===== config.mk =====
export PLATFORM = sky130hd
export DESIGN_NAME = lhbp_ram
export DESIGN_NICKNAME = d
export VERILOG_FILES = /design/src/rtl/lhbp_ram.sv
export SDC_FILE = /design/constraint.sdc
export NUM_CORES = 2
export LEC_CHECK = 0
export BUFFER_PORTS_ARGS = -buffer_cell sky130_fd_sc_hd__buf_2
export CAP_MARGIN = 20
export CORE_MARGIN = 2
export CORE_UTILIZATION = 35
export DETAILED_ROUTE_END_ITERATION = 12
export MAX_ROUTING_LAYER = met4
export PLACE_DENSITY = 0.6
export SLEW_MARGIN = 20
export SYNTH_ARGS = -nofsm -noshare
export SYNTH_HDL_FRONTEND = slang
export SYNTH_SLANG_ARGS = --single-unit

===== constraint.sdc =====
create_clock -name clk -period 2.7 [get_ports clk]
set_input_delay 0.27 -clock clk [delete_from_list [all_inputs] [get_ports clk]]
set_output_delay 0.27 -clock clk [all_outputs]
set_load 0.03 [all_outputs]

===== src/rtl/lhbp_ram.sv =====
// lhbp_ram: generic single-write, single-read synchronous RAM.
// Read data registered, held while no read is issued. No dependencies.

module lhbp_ram #(
	parameter int unsigned WIDTH = 8,
	parameter int unsigned DEPTH = 256
) (
	input  logic                     clk,
	input  logic                     we,
	input  logic [$clog2(DEPTH)-1:0] waddr,
	input  logic [WIDTH-1:0]         wdata,
	input  logic                     re,
	input  logic [$clog2(DEPTH)-1:0] raddr,
	output logic [WIDTH-1:0]         rdata
);

	logic [WIDTH-1:0] mem [DEPTH];

	always_ff @(posedge clk) begin
		if (we) mem[waddr] <= wdata;
		if (re) rdata <= mem[raddr];
	end

endmodule


## Yosys cells after proc, flatten, opt, wreduce, memory -nomap -nowiden

Memories as Yosys holds them, arrays and structs flattened. A register that Yosys moved wholly into a read port is not among the register bits.
Cells that the tools add are included.

| word-level totals | value |
|---|---|
| output and inout bits | 8 |
| memory bits (writable) | 2048 |
| memories kept | 1 |
| register bits | 0 |

| operators by class | value |
|---|---|
| mux-type cells | 2 |

Memories:

| memory | depth | width | rd ports | clocked after Yosys merged registers in | wr ports | RTL line | text |
|---|---|---|---|---|---|---|---|
| mem | 256 | 8 | 1 | 1 | 1 | 17 | `logic [WIDTH-1:0] mem [DEPTH];` |

Operators by type and width:

| cell | count |
|---|---|
| $mux 1 | 2 |

## Longest topological paths before layout

| depth | value |
|---|---|
| word-level depth | 2 |
| mapped depth | 11 |
| gate-level depth less buffers | 6 |

## Worst setup path after synthesis

No wires, ideal clock.

| timing path | value |
|---|---|
| path type | input to register |
| start point | input port raddr[0] |
| end point | register rdata[2] (read register of mem) (data pin) |
| buffers on the path | 4 |
| setup time | 269 ps |
| slack | 354 ps |
| required time | 2431 ps |
| data arrival time | 2077 ps |
| cell stages on the path | 9 |
| cells stage by stage | buf_6 -> buf_12 -> buf_8 -> buf_2 -> mux4_2 -> a22oi_1 -> a21oi_1 -> nor4_1 -> nor4_2 |

RTL lines:

| what | RTL line | text |
|---|---|---|
| start, declared | 13 | `input logic [$clog2(DEPTH)-1:0] raddr,` |
| end, declared | 14 | `output logic [WIDTH-1:0] rdata` |

==> impl_metrics.tcl <==
set metrics [dict create \
    dr_wl_met3_mm 16.2 \
    worst_path_dominant_cell_family "multiplexers" \
    io_pins 35 \
    power_leakage_nw 30.4 \
    synth_ff_type "edfxtp_1" \
    row_count 175 \
    violations "negative setup slack" \
    end_kind "flip-flop" \
    path_cells "mux4_2 -> mux4_2 -> nor2b_1 -> nor4_1 -> buf_4 -> nor4_2" \
    ys_warn_count 0 \
    wl_mm 206 \
    grt_pass1_wl_mm 296 \
    post_cts_buffers 0 \
    synth_area_leader_cell "edfxtp_1" \
    crit_fanout 1 \
    grt_max_degree 101 \
    setup_tns_ps -1.53 \
    dr_wl_met2_mm 97.9 \
    wire_per_inst_um 27.2 \
    netlist_area_um2 79600 \
    fmax_mhz 370 \
    fin_nets 4424 \
    place_area_um2 88200 \
    hold_class "primary input to flip-flop" \
    drv_slew 0 \
    drv_cap 0 \
    numPortBuffers 34 \
    drive_above_1_share_pct 31.5 \
    dp_hpwl_mm 132 \
    cp_data_required_time_ps 3290 \
    cts.path.max_buffers 3 \
    cp_slowest_cell "nor4_1" \
    grt_pass1_vias 40900 \
    insertion_delay_ps 850 \
    initial_utilization_pct 35.1 \
    yosysUniqueCellTypes 54 \
    gp_congestion 0.853 \
    root_buffer "clkbuf_16" \
    drc 0 \
    critPathMaxStageDelay_ps 630 \
    status "finished, violations left" \
    cts_tree "built" \
    synthArstFlopShare_pct 0 \
    cp-start-kind "flip-flop" \
    finalSetupViolations 1 \
    clock-sinks 2056 \
    rsz0062_at_grt "no" \
    wl_met1_mm 85.4 \
    die_w_um 481 \
    power.density_nw_per_um2 709 \
    syn_inst 3733 \
    crit_top_cell "mux4_2" \
    initialDrtViolationCount 4573 \
    power_switching_mw 14.4 \
    nFillCells 19800 \
    postSynthAreaPerCell_um2 21.3 \
    synth.top_cell.area_share_pct 77.5 \
    clockPowerShare_pct 42.1 \
    finalClockSkew_ps 51.6 \
    setup_slack_ps -1.53 \
    period_needed_ps 2700 \
    grt_overflow_total 0 \
    top_layer_used "met4" \
    fp.coreArea_um2 227000 \
    fin_area_um2 94900 \
    crit_buf_inv 1 \
    die_area_um2 231000 \
    grt_use_total_pct 18.2 \
    via_per_inst 5.34 \
    yosys-top-cells-area "edfxtp_1, mux4_2, mux2i_1" \
    pwr-share-comb_pct 5.5 \
    antenna_left 0 \
    via_count 40500 \
    worstMarginPinSlew_ps 828 \
    p_seq_share_pct 52.4 \
    cts_buffers 206 \
    clkTransAtPathRegs_ps 60 \
    peakVddDrop_mv 0.739 \
    syn_nets 3760 \
    p_sw_share_pct 21.4 \
    syn_to_final_growth_pct 19.2 \
    intPower_mw 52.9 \
    power_mw 67.3 \
    antenna_found_initial 8 \
    synth_edf_count 2056 \
    firstDrtPassIters 5 \
    criticalPathCategory "flip-flop to flip-flop" \
    maxSlewHeadroom_pct 44.8 \
    dieHeight_um 481 \
    finalHoldViolations 0 \
    finalCritPeriodShare_pct 100 \
    ys_seq_area_share_pct 77.5 \
    ys_seq_elements 2056 \
    worstPathArrival_ps 3290 \
    cts_max_level 4 \
]
## kinds of logic after synthesis
| kind of cell | after synthesis | share of synthesized area, % |
|---|---|---|
| flops | 2056 | 77.5 |
| compound gates | 385 | 3.42 |
| mux | 591 | 14.6 |
| simple gates | 466 | 2.63 |
| buf+inv | 235 | 1.83 |
## power groups by stage
stage / Sequential [mW] / Combinational, mW / Clock, mW
6_report: 35.3 / 3.69 / 28.4
3_5_place_dp: 35.9 / 3.70 / 0
5_1_grt: 35.2 / 3.89 / 30.0
2_1_floorplan: 35.9 / 1.71 / 0
4_1_cts: 35.3 / 3.72 / 28.8
3_3_place_gp: 35.9 / 3.66 / 0
## final cells by class
type / instances / area (um^2) / area share (%)
flip-flops and latches: 2056 / 61700 / 65.0
multi-input cells: 1442 / 16500 / 17.4
repair buffers: 689 / 6240 / 6.57
clock buffers: 253 / 5400 / 5.68
well taps: 3009 / 3760 / 3.97
clock inverters: 121 / 1280 / 1.35
diodes: 6 / 15.0 / 0.0158
inverters: 2 / 7.51 / 0.00791
## synth_stat cells, types with 16 or more instances
master	count
nor3_1	22
nor2b_1	31
clkbuf_1	111
buf_4	27
edfxtp_1	2056
buf_2	31
buf_6	21
buf_1	22
mux2i_1	134
o22ai_1	28
a21oi_1	96
nor4_1	24
o221ai_1	46
a22oi_1	133
nand3_1	34
a211oi_1	16
nor2_1	282
mux4_2	454
nand2_1	33
## registers in the layout, summed over array words and instances, names as in the netlist
name and count:
mem 2048, rdata 8
## metal layers
metal,global-route usage [%],vias to the layer above
met4,5.67,0
met3,2.89,316
met5,-,-
met1,24.9,21400
met2,27.9,1712
li1,-,17000
## layout by cell type, fill, tap and decap left out, drive strengths merged, types with 21 or more instances in the layout
cell type	Yosys	layout
nor2b	31	31
nor3	22	22
clkinv	1	91
nand2	33	33
mux2i	134	134
o221ai	47	47
bufinv	0	21
nand3	34	34
nor2	282	282
o22ai	28	28
a22oi	133	133
a21oi	96	96
edfxtp	2056	2056
clkbuf	111	254
buf	122	680
nor4	27	27
mux4	456	456
## worst paths after layout
| path | startpoint | end | slack, ps | cells past startpoint |
|---|---|---|---|---|
| max | mem[83][2] | rdata[2] | -2 | 6 |
| min | wdata[6] | mem[155][6] | 80 | 1 |
| max reg2reg | mem[83][2] | rdata[2] | -2 | 6 |
| min reg2reg | mem[33][5] | rdata[5] | 1140 | 7 |
## metrics by stage
| step | hold slack [ps] | util [%] | setup slack [ps] | cells |
|---|---|---|---|---|
| floorplan | 369 | - | 354 | 3733 |
| global placement | 730 | 38.9 | -534 | 7190 |
| detailed placement | 736 | 38.9 | -526 | 7190 |
| CTS | 3.53 | 41.8 | 24.1 | 7572 |
| global route | 66.0 | 41.8 | 20.4 | 7574 |
| finish | 76.0 | 41.9 | -1.53 | 7578 |
## repair_timing
item	4_1_cts	5_1_grt
hold endpoints to repair	416	0
endpoints found under the setup margin	1	1
resized for setup	1	1
hold buffers	8	0
Power figures use the tool's default switching activity.
